===== config.mk =====
export PLATFORM = sky130hd
export DESIGN_NAME = rlc_ctrl
export DESIGN_NICKNAME = d
export VERILOG_FILES = /design/src/rtl/rlc_pkg.sv /design/src/rtl/rlc_ctrl.sv
export SDC_FILE = /design/constraint.sdc
export NUM_CORES = 1
export LEC_CHECK = 0
export BUFFER_PORTS_ARGS = -buffer_cell sky130_fd_sc_hd__buf_4
export CELL_PAD_IN_SITES_DETAIL_PLACEMENT = 0
export CELL_PAD_IN_SITES_GLOBAL_PLACEMENT = 2
export CORE_UTILIZATION = 20
export CTS_CLUSTER_DIAMETER = 30
export DETAILED_ROUTE_END_ITERATION = 10
export GPL_TIMING_DRIVEN = 0
export PLACE_DENSITY = 0.71
export SYNTH_ARGS = -nofsm -noshare
export SYNTH_HDL_FRONTEND = slang
export SYNTH_SLANG_ARGS = --single-unit

===== constraint.sdc =====
create_clock -name aclk -period 1.6 [get_ports aclk]
set_clock_uncertainty 0.1 [all_clocks]
set_input_delay 0.16 -clock aclk [delete_from_list [all_inputs] [get_ports aclk]]
set_output_delay 0.16 -clock aclk [all_outputs]
set_load 0.05 [all_outputs]

===== src/rtl/rlc_pkg.sv =====
package rlc_pkg;

    localparam int CLIENTS     = 4;
    localparam int ORDER_SLOTS = 64;
    localparam int INSTR_SLOTS = 16;

    localparam int OSZ  = CLIENTS * ORDER_SLOTS;
    localparam int ISZ  = CLIENTS * INSTR_SLOTS;
    localparam int OA_W = $clog2(OSZ);
    localparam int IA_W = $clog2(ISZ);
    localparam int OC_W = $clog2(ORDER_SLOTS);
    localparam int IC_W = $clog2(INSTR_SLOTS);

    localparam int KEY_W  = 64;
    localparam int QTY_W  = 32;
    localparam int POS_W  = 40;
    localparam int CL_W   = 2;
    localparam int SIDE_W = 8;

    localparam int S_DATA_W = 208;
    localparam int M_DATA_W = 64;

    localparam logic [SIDE_W-1:0] SIDE_BUY  = 8'd66;
    localparam logic [SIDE_W-1:0] SIDE_SELL = 8'd83;

    typedef enum logic [1:0] {OP_NEW, OP_DEL, OP_MOD, OP_TRADE} op_t;
    typedef enum logic [1:0] {ST_ACC, ST_REJ, ST_NA, ST_FULL} status_t;
    typedef enum logic [0:0] {REG_BUY_LIMIT, REG_SELL_LIMIT} cfg_reg_t;

    typedef struct packed {
        logic [KEY_W-1:0] tag;
        logic [KEY_W-1:0] listing;
        logic [QTY_W-1:0] qty;
        logic             is_sell;
    } ord_rec_t;

    typedef struct packed {
        logic [KEY_W-1:0]        tag;
        logic [POS_W-1:0]        open_buy;
        logic [POS_W-1:0]        open_sell;
        logic signed [POS_W-1:0] net;
    } ins_rec_t;

    typedef struct packed {
        logic    load;
        logic    oscan_start;
        logic    oscan;
        logic    iscan_start;
        logic    iscan;
        logic    eval;
        logic    commit;
        logic    set_st;
        status_t st;
        logic    out_load;
    } dp_cmd_t;

    typedef struct packed {
        op_t  op;
        logic client_ok;
        logic side_ok;
        logic o_last;
        logic i_last;
        logic ohit;
        logic ofree;
        logic out_busy;
    } dp_sts_t;

endpackage


===== src/rtl/rlc_ctrl.sv =====
module rlc_ctrl (
    input  logic             aclk,
    input  logic             aresetn,
    input  logic             s_tvalid,
    output logic             s_tready,
    input  rlc_pkg::dp_sts_t sts,
    output rlc_pkg::dp_cmd_t cmd
);
    import rlc_pkg::*;

    typedef enum logic [3:0] {
        S_IDLE, S_CHECK, S_OSCAN, S_OWAIT, S_ODEC,
        S_ISCAN, S_IWAIT, S_EVAL, S_COMMIT, S_DONE
    } state_t;

    state_t state_reg, state_next;

    always_comb begin
        cmd        = '0;
        state_next = state_reg;
        case (state_reg)
            S_IDLE: begin
                cmd.load = s_tvalid;
                if (s_tvalid) begin
                    state_next = S_CHECK;
                end
            end
            S_CHECK: begin
                if (!sts.client_ok || (sts.op == OP_NEW && !sts.side_ok)) begin
                    cmd.set_st = 1'b1;
                    cmd.st     = ST_NA;
                    state_next = S_DONE;
                end else begin
                    cmd.oscan_start = 1'b1;
                    state_next      = S_OSCAN;
                end
            end
            S_OSCAN: begin
                cmd.oscan = 1'b1;
                if (sts.o_last) begin
                    state_next = S_OWAIT;
                end
            end
            S_OWAIT: begin
                state_next = S_ODEC;
            end
            S_ODEC: begin
                if (sts.op == OP_NEW && sts.ohit) begin
                    cmd.set_st = 1'b1;
                    cmd.st     = ST_REJ;
                    state_next = S_DONE;
                end else if (sts.op == OP_NEW && !sts.ofree) begin
                    cmd.set_st = 1'b1;
                    cmd.st     = ST_FULL;
                    state_next = S_DONE;
                end else if (sts.op != OP_NEW && !sts.ohit) begin
                    cmd.set_st = 1'b1;
                    cmd.st     = ST_NA;
                    state_next = S_DONE;
                end else begin
                    cmd.iscan_start = 1'b1;
                    state_next      = S_ISCAN;
                end
            end
            S_ISCAN: begin
                cmd.iscan = 1'b1;
                if (sts.i_last) begin
                    state_next = S_IWAIT;
                end
            end
            S_IWAIT: begin
                state_next = S_EVAL;
            end
            S_EVAL: begin
                cmd.eval   = 1'b1;
                state_next = S_COMMIT;
            end
            S_COMMIT: begin
                cmd.commit = 1'b1;
                state_next = S_DONE;
            end
            S_DONE: begin
                if (!sts.out_busy) begin
                    cmd.out_load = 1'b1;
                    state_next   = S_IDLE;
                end
            end
            default: begin
                state_next = S_IDLE;
            end
        endcase
    end

    always_ff @(posedge aclk) begin
        if (!aresetn) begin
            state_reg <= S_IDLE;
        end else begin
            state_reg <= state_next;
        end
    end

    assign s_tready = (state_reg == S_IDLE);

endmodule


==> results of run 1 <==
[layer usage]
layer  routed length (um)  share of wire (%)  up-vias
met1                  630                 43      271
met2                  795                 54        9
met3                   37                2.5        3
met5                    0                  0        -
met4                   14               0.95        0
li1                     -                  -      292
[power groups by stage]
stage	Combinational (mW)	Sequential, mW	Clock (mW)
global placement	0.394	0.135	0
floorplan	0.282	0.128	0
detailed placement	0.390	0.135	0
CTS	0.451	0.132	0.136
global route	0.524	0.134	0.139
finish	0.495	0.132	0.136
[metrics by stage]
| stage | worst slack, ns | setup TNS [ns] | hold slack (ns) | util (%) |
|---|---|---|---|---|
| 2_1_floorplan | -0.3148 | -0.6285 | 0.1879 | - |
| 3_3_place_gp | -0.1744 | -0.5004 | 0.3194 | 34.92 |
| 3_5_place_dp | -0.09153 | -0.2041 | 0.3295 | 34.92 |
| 4_1_cts | -0.04778 | -0.09405 | 0.08124 | 41.37 |
| 5_1_grt | -0.07502 | -0.2105 | 0.09731 | 44.97 |
| 6_report | -0.03198 | -0.05325 | 0.08174 | 44.97 |
[worst min path at each step]
stage | from | cells after the start | endpoint | slack, ns
finish | aresetn | 2 | state_reg[3] | 0.08
global route | aresetn | 2 | state_reg[3] | 0.1
CTS | aresetn | 2 | state_reg[3] | 0.08
detailed placement | aresetn | 2 | state_reg[3] | 0.33
global placement | aresetn | 2 | state_reg[3] | 0.32
floorplan | aresetn | 1 | state_reg[3] | 0.19
[worst max-delay path: stages, from the launching register on]
cell and delay (ns):
dfxtp_4 0.36, clkbuf_8 0.14, buf_4 0.14, nor3_4 0.18, and2_4 0.17, buf_8 0.13
[layout make-up]
class                      count  area, um2
timing repair buffer          32      270.3
multi-input combinational     52      410.4
sequential                     4      88.84
tap                           27      33.78
buffer                         4      43.79
clock buffer                   3      22.52
inverter                       1      3.754
fill                         205       1069
[cell usage in the layout (no fill, tap or decap), drive strengths merged]
cell type	n
nor3b	1
a21oi	3
nor4	2
nor2b	1
buf	35
clkbuf	4
o22ai	1
o31a	1
nand2	5
dfxtp	4
nand3	2
nor3	6
a32o	1
nand3b	1
o31ai	1
nor2	11
or4b	1
xor2	1
nand2b	4
o41ai	1
o211ai	1
o21ai	1
and2	1
or2b	1
mux2i	1
or2	1
inv	1
a211oi	2
nand4b	1
[timing repair]
action,CTS,global route
buffers inserted,7,2
resized for setup,15,13
endpoints found under the setup margin,10,8
pin swaps,5,5
[cells by family (layout without fill, tap and decap cells)]
kind of cell | Yosys count | after routing | synth area share [%]
flops | 4 | 4 | 19.45
mux | 1 | 1 | 2.432
buf+inv | 5 | 40 | 6.683
xor+xnor | 1 | 1 | 2.128
simple gates | 38 | 38 | 48.03
compound gates | 12 | 12 | 21.28
==> qor.yml, run 1 <==
total_leakage_power_nw: 0.3707
hold_class: "in2reg"
power_mw: 0.7631
die_y_um: 47.37
hold_viol_final: 0
cts_root_buffer: "clkbuf_4"
setup_viol: 2
crit_end: "cmd[10]"
clk_pin_slew_ns: 0.04
clkLatencyLatePin_ns: 0.25
synth_area_per_cell_um2: 6.748
period_needed_ns: 1.632
sequentialPowerShare_pct: 17.4
status: "finished, violations left"
clock.fmax_ghz: 0.6128
yosys_most_used_dff: "dfxtp_1"
cts_buffer_depth: 2
layoutNonFillerInstCount: 123
yosysTopAreaCell: "dfxtp_1"
drtIter0Drc: 14
critPathKind: "reg2out"
antenna_left: 0
design.die.area_um2: 2243
route.vias.total: 575
crit_path_end_kind: "output pin"
required_ns: 1.34
tightestPinTransition_ns: 0.4627
htreeDepth: 1
setup_ws_ns: -0.03198
ys_seq_elements: 4
synth_top_cells_by_count: "nor2_1 (11), nor3_1 (6), nand2_1 (5), dfxtp_1 (4), nand2b_1 (4)"
port_buffers: 23
p_int_mw: 0.4106
die-width_um: 47.37
syn_inst: 61
cts_tree: "done"
grt_max_degree: 11
r2r-end: "state_reg[0]"
vias_per_cell: 4.675
largest_reg_flops: 4
placementRows: 16
failed_checks: "negative setup slack"
cts_made_buffers: 3
diodes: 0
synth.distinct_cells: 31
use_met1_pct: 17.62
io_pins: 24
grt_use_met2_pct: 22.74
initial_utilization_pct: 21.20
worstRegToRegCells: 5
dr.pass1.iters: 3
regToRegSetupSlack_ns: 0.08
p_comb_share_pct: 64.9
power.density_nw_per_um2: 873.7
dp_cells: 111
areaGrowthSynthToFinish_pct: 112.2
fin_crit_sh_pct: 102.0
p_switching_mw: 0.3524
slew_headroom_pct: 68.97
grt_pass1_vias: 495
dpl.hpwl_um: 1038
synth_enable_flop_cells: 0
drv_slew: 0
design_area_um2: 873.3
worstSetupStartpointType: "flop"
power_frac_clock_pct: 17.8
synth_area_leaders: "dfxtp_1 (19%), nor2_1 (10%), nor3_1 (7.3%)"
yosysSeqAreaShare_pct: 19.45
swShare_pct: 46.19
antenna_found_initial: 0
totalWireLength_um: 1477
ir_drop_mv: 0.4496
syn_nets: 73
grtUsageMet3_pct: 1.154
drive_above_1_share_pct: 62.50
crit_start: "state_reg[2]"
ys_async_sr_fraction_pct: 0
r2r-start: "state_reg[3]"
routedWlPerCell_um: 12.01
grt_overflow: 0
top_usage_layer: "met2"
gp_congestion: 0.6289
critPathMaxFanout: 5
synth_area_um2: 411.6
grt_pass1_wl_um: 2118
yosysTopAreaCellShare_pct: 19.45
yosysWarningCount: 0
final_nets: 110
placed_cell_area_um2: 678.2
crit_arrival_ns: 1.37
synth.most_common_cell: "nor2_1"
ctsHoldBuffers: 0
rsz0062_at_grt: "true"
grt.total_usage_pct: 13.47
drv_cap: 0
cts_sinks: 4
core-area_um2: 1942
drc: 0
(Power assumes the default switching activity.)
==> run 2, diff against run 1 <==
==> constraint.sdc (replaced) <==
create_clock -name aclk -period 1.6 [get_ports aclk]
set_clock_uncertainty 0.1 [all_clocks]
set_input_delay 0.32 -clock aclk [delete_from_list [all_inputs] [get_ports aclk]]
set_output_delay 0.32 -clock aclk [all_outputs]
set_load 0.05 [all_outputs]
==> run 2 against run 1 <==
Effect of this change: the run still ends with negative setup slack left; first-iteration DRC count decreased by 43%; worst setup slack got worse by 0.13 ns; utilization increased by 8.6 points; highest routed layer is now met3; sequential share of layout area decreased by 1.3 points; critical path depth is the same; combinational power up 25%; flip-flop and latch count unchanged; global-route usage increased by 0.58 points; wire length increased by 9.2%; via count increased by 9.9%; final cell count grew 5.7%.
==> qor.yml, run 2 (synthesis gave the netlist of run 1 again) <==
final_nets: 117  # was 110
htreeDepth: 1  # unchanged
slowest_delay_ns: 0.34  # was 0.36 ns
layoutNonFillerInstCount: 130  # was 123
routedWlPerCell_um: 12.41  # was 12.01 um
regToRegSetupSlack_ns: 0.02  # was 0.08 ns
totalWireLength_um: 1613  # was 1477 um
status: "finished, violations left"  # unchanged
tns_ns: -1.431  # was -0.05325 ns
drv_cap: 0  # unchanged
grt.total_usage_pct: 14.05  # was 13.47%
final_cell_mix: "buf_4 (25), buf_6 (13), nand2_1 (5), nor2_1 (5)"  # was buf_4 (27), nor2_1 (8), buf_6 (6)
drive_above_1_share_pct: 74.76  # was 62.50%
vias_per_cell: 4.862  # was 4.675
hold_viol_final: 0  # unchanged
slowest_stage: "dfxtp_4"  # unchanged
fin_util_pct: 53.54  # was 44.97%
tightestPinTransition_ns: 0.3628  # was 0.4627 ns
grt_pass1_wl_um: 2249  # was 2118 um
die_y_um: 47.37  # unchanged
clkLatencyLatePin_ns: 0.23  # was 0.25 ns
crit_path_cell_trace: "or2_1 -> buf_6 -> nor3_4 -> and2_4 -> buf_8"  # was clkbuf_8 -> buf_4 -> nor3_4 -> and2_4 -> buf_8
setup_viol: 12  # was 2
cts_root_buffer: "clkbuf_4"  # unchanged
setup_ws_ns: -0.1618  # was -0.03198 ns
route.vias.total: 632  # was 575
areaGrowthSynthToFinish_pct: 152.6  # was 112.2%
drc: 0  # unchanged
required_ns: 1.18  # was 1.34 ns
cts_made_buffers: 3  # unchanged
grt_overflow: 0  # unchanged
period_needed_ns: 1.762  # was 1.632 ns
ir_drop_mv: 0.5359  # was 0.4496 mV
die-width_um: 47.37  # unchanged
worstSetupStartpointType: "flop"  # unchanged
cts_sinks: 4  # unchanged
ctsHoldBuffers: 0  # unchanged
placementRows: 16  # unchanged
diodes: 0  # unchanged
port_buffers: 23  # unchanged
io_pins: 24  # unchanged
hold_class: "in2reg"  # unchanged
hold_slack_ns: 0.2651  # was 0.08174 ns
grt_pass1_vias: 522  # was 495
layout_commonest_cell: "buf_4"  # unchanged
placed_cell_area_um2: 701.9  # was 678.2 um2
pre_cts_slack_ns: -0.2977  # was -0.09153 ns
cts_buffer_depth: 2  # unchanged
core-area_um2: 1942  # unchanged
power.density_nw_per_um2: 842.4  # was 873.7 nW/um2
cts_tree: "done"  # unchanged
drv_slew: 0  # unchanged
dp_cells: 111  # unchanged
antenna_found_initial: 0  # unchanged
power_mw: 0.8759  # was 0.7631 mW
critPathMaxFanout: 6  # was 5
crit_arrival_ns: 1.34  # was 1.37 ns
failed_checks: "negative setup slack"  # unchanged
antenna_left: 0  # unchanged
design.die.area_um2: 2243  # unchanged
dpl.hpwl_um: 1059  # was 1038 um
fin_crit_sh_pct: 110.1  # was 102.0%
gp_congestion: 0.6968  # was 0.6289
total_leakage_power_nw: 0.4175  # was 0.3707 nW
dr.pass1.iters: 4  # was 3
largest_reg_flops: 4  # unchanged
drtIter0Drc: 8  # was 14
initial_utilization_pct: 21.20  # unchanged
design_area_um2: 1040  # was 873.3 um2
slew_headroom_pct: 75.81  # was 68.97%
clk_pin_slew_ns: 0.03  # was 0.04 ns
clock.fmax_ghz: 0.5676  # was 0.6128 GHz
rsz0062_at_grt: "true"  # unchanged
grt_max_degree: 11  # unchanged
crit_path_end_kind: "output pin"  # unchanged
critPathKind: "reg2out"  # unchanged
==> run 2: cell types whose count changed in the layout (fill, tap and decap cells not counted), sizes merged <==
cell / change
buf: +7
==> run 2: layer usage <==
metal | part of all wire, % | GRT usage, %
met5 | 0 | 0
met4 | 0 | 5.143
met3 | 1.5 | 0
met2 | 59 | 24.66
met1 | 39 | 18.37
==> run 2: final timing paths <==
| path | startpoint | endpoint | depth (start not counted) |
|---|---|---|---|
| worst max-delay path | state_reg[3] | cmd[10] | 5 |
| worst min-delay path | aresetn | state_reg[3] | 2 |
| worst max register to register | state_reg[3] | state_reg[0] | 6 |
| worst min register to register | state_reg[0] | state_reg[1] | 3 |
==> run 2: critical path: cells and delay by family (launching register included) <==
family	cells	cell delay [ns]
AND/OR/NAND/NOR	3	0.50
flip-flops	1	0.34
buffers and inverters	2	0.27
==> run 2: layout make-up <==
class | instances | area, um2
fillers | 196 | 902.1
multi-input cells | 52 | 479.2
repair buffers | 39 | 360.3
flip-flops and latches | 4 | 92.59
plain buffers | 4 | 47.55
well taps | 27 | 33.78
clock buffers | 3 | 22.52
inverters | 1 | 3.754
==> run 2: repair_timing <==
action / 4_1_cts / 5_1_grt
endpoints found under the hold margin: 0 / 0
endpoints found under the setup margin: 12 / 13
setup buffers: 6 / 10
gates resized for setup: 30 / 19
pin swaps: 4 / 9
==> run 2: report_power, final <==
part	switching, mW	internal (mW)	total, mW	leakage [nW]
clock network	0.0354	0.0835	0.119	0.0138
logic	0.323	0.296	0.619	0.368
registers	0.0213	0.117	0.138	0.0353
==> run 3, diff against run 2 <==
- BUFFER_PORTS_ARGS: -buffer_cell sky130_fd_sc_hd__buf_4 -> not set
- CORE_UTILIZATION: 20 -> 27
- DONT_BUFFER_PORTS: not set -> 1
- PLACE_DENSITY: 0.71 -> not set
- PLACE_DENSITY_LB_ADDON: not set -> 0.1
==> run 3 against run 2 <==
Effect of this change: worst hold slack worse by 0.16 ns; design area down 30%; wire length decreased by 13%; via count down 20%; the flow still finishes with violations (negative setup slack); sequential power fell by 3%; die area down 25%; utilization about the same; worst setup slack got worse by 0.33 ns; first-iteration DRC count is the same.
==> qor.yml, run 3 (synthesis gave the netlist of run 1 again) <==
totalWireLength_um: 1409  # was 1613 um
ir_drop_mv: 0.4591  # was 0.5359 mV
clk_pin_slew_ns: 0.04  # was 0.03 ns
slew_headroom_pct: 50.51  # was 75.81%
design_area_um2: 732.0  # was 1040 um2
htreeDepth: 1  # unchanged
tightestPinTransition_ns: 0.7368  # was 0.3628 ns
clock.fmax_ghz: 0.4771  # was 0.5676 GHz
diodes: 0  # unchanged
grt.total_usage_pct: 18.77  # was 14.05%
port_buffers: 0  # was 23
p_comb_share_pct: 65.2  # was 70.6%
grt_overflow: 0  # unchanged
fin_crit_sh_pct: 131.0  # was 110.1%
nFillCells: 136  # was 196
ctsHoldBuffers: 0  # unchanged
io_pins: 24  # unchanged
whs_endpoint: "state_reg[3]"  # unchanged
seqCellArea_um2: 88.84  # was 92.59 um2
hp-start: "aresetn"  # unchanged
placementRows: 13  # was 16
antenna_found_initial: 0  # unchanged
gp_congestion: 0.7292  # was 0.6968
dp_cells: 76  # was 111
core-area_um2: 1366  # was 1942 um2
worstSetupStartpointType: "flop"  # unchanged
route.vias.total: 504  # was 632
multi_input_area_um2: 489.2  # was 479.2 um2
worstRegToRegCells: 7  # was 6
drv_slew: 0  # unchanged
drive_above_1_share_pct: 60.00  # was 74.76%
setup_viol: 13  # was 12
initial_utilization_pct: 30.13  # was 21.20%
r2r-end: "state_reg[3]"  # was state_reg[0]
grt_max_degree: 11  # unchanged
power_mw: 0.7479  # was 0.8759 mW
hold_viol_final: 0  # unchanged
grtUsageMet3_pct: 2.717  # was 0%
cts_made_buffers: 3  # unchanged
power.density_nw_per_um2: 1022  # was 842.4 nW/um2
grt_pass1_wl_um: 2042  # was 2249 um
crit_path_end_kind: "output pin"  # unchanged
dpl.hpwl_um: 920.2  # was 1059 um
r2r-start: "state_reg[3]"  # unchanged
final_cell_mix: "nor3_4 (5), nor2_4 (5), nor2_1 (5)"  # was buf_4 (25), buf_6 (13), nand2_1 (5), nor2_1 (5)
failed_checks: "negative setup slack"  # unchanged
areaGrowthSynthToFinish_pct: 77.81  # was 152.6%
drtIter0Drc: 8  # unchanged
power_frac_clock_pct: 16.9  # was 13.6%
drc: 0  # unchanged
grt_pass1_vias: 491  # was 522
final_nets: 84  # was 117
die-width_um: 41.05  # was 47.37 um
sequentialPowerShare_pct: 17.9  # was 15.8%
required_ns: 1.18  # about the same
grt_use_met2_pct: 30.86  # was 24.66%
hold_class: "in2reg"  # unchanged
crit_arrival_ns: 1.68  # was 1.34 ns
swShare_pct: 48.30  # was 43.36%
die_y_um: 41.05  # was 47.37 um
use_met1_pct: 20.58  # was 18.37%
antenna_left: 0  # unchanged
p_int_mw: 0.3867  # was 0.4961 mW
critPathKind: "reg2out"  # unchanged
period_needed_ns: 2.096  # was 1.762 ns
cts_tree: "done"  # unchanged
setup_ws_ns: -0.4959  # was -0.1618 ns
drv_cap: 0  # unchanged
placed_cell_area_um2: 514.2  # was 701.9 um2
status: "finished, violations left"  # unchanged
hold_slack_ns: 0.1061  # was 0.2651 ns
routedWlPerCell_um: 16.58  # was 12.41 um
design.die.area_um2: 1685  # was 2243 um2
p_switching_mw: 0.3612  # was 0.3798 mW
largest_reg_flops: 4  # unchanged
critPathMaxFanout: 2  # was 6
vias_per_cell: 5.929  # was 4.862
cts_buffer_depth: 2  # unchanged
clkLatencyLatePin_ns: 0.24  # was 0.23 ns
layoutNonFillerInstCount: 85  # was 130
cts_sinks: 4  # unchanged
top_usage_layer: "met2"  # unchanged
rsz0062_at_grt: "true"  # unchanged
total_leakage_power_nw: 0.2379  # was 0.4175 nW
whs_path_depth: 1  # was 2
regToRegSetupSlack_ns: -0.12  # was 0.02 ns
cts_root_buffer: "clkbuf_4"  # unchanged
dr.pass1.iters: 4  # unchanged
## run 3: how the worst max path moves through the flow
stage / start / endpoint / slack, ns / cells after the start
3_5_place_dp: state_reg[2] / cmd[1] / -0.49 / 3
3_3_place_gp: state_reg[2] / cmd[1] / -0.50 / 3
2_1_floorplan: state_reg[3] / cmd[10] / -0.31 / 4
5_1_grt: state_reg[3] / cmd[10] / -0.55 / 3
6_report: state_reg[3] / cmd[10] / -0.50 / 3
4_1_cts: state_reg[3] / cmd[10] / -0.57 / 4
## run 3: metal layers
| layer | part of all wire [%] | up-vias |
|---|---|---|
| met5 | 0 | - |
| met4 | 1.9 | 0 |
| met3 | 3.8 | 3 |
| met2 | 50 | 15 |
| met1 | 44 | 238 |
| li1 | - | 248 |
## run 3: area by class of cell
cell class              instances  share of cell area [%]
repair buffers                  7                   9.915
flip-flops and latches          4                   12.14
plain buffers                   3                   4.957
inverters                       1                  0.5128
well taps                      15                   2.564
multi-input cells              52                   66.84
clock buffers                   3                   3.077
## run 3: repair_timing
| item | 4_1_cts | 5_1_grt |
|---|---|---|
| gates cloned | 0 | 0 |
| gates resized for setup | 24 | 10 |
| buffers inserted | 7 | 0 |
| setup endpoints to repair | 12 | 14 |
| pin swaps | 11 | 9 |
## run 3: critical path: stages (launching register included)
cell     delay (ns)
dfxtp_4        0.33
or2_4          0.26
nor3_4         0.49
and2_4         0.35
## run 3: power groups by stage
stage	Sequential (mW)	Combinational, mW	Clock (mW)
4_1_cts	0.131	0.473	0.131
3_3_place_gp	0.138	0.333	0
2_1_floorplan	0.129	0.300	0
3_5_place_dp	0.135	0.330	0
6_report	0.134	0.488	0.126
5_1_grt	0.135	0.519	0.134
## run 3: through the flow
stage | utilization (%) | setup TNS [ns] | worst slack [ns]
after floorplan | - | -1.191 | -0.3123
after global placement | 37.64 | -2.512 | -0.5047
after detailed placement | 37.64 | -2.338 | -0.4889
after CTS | 50.92 | -4.042 | -0.5697
after global routing | 53.57 | -4.100 | -0.5471
final | 53.57 | -3.596 | -0.4959
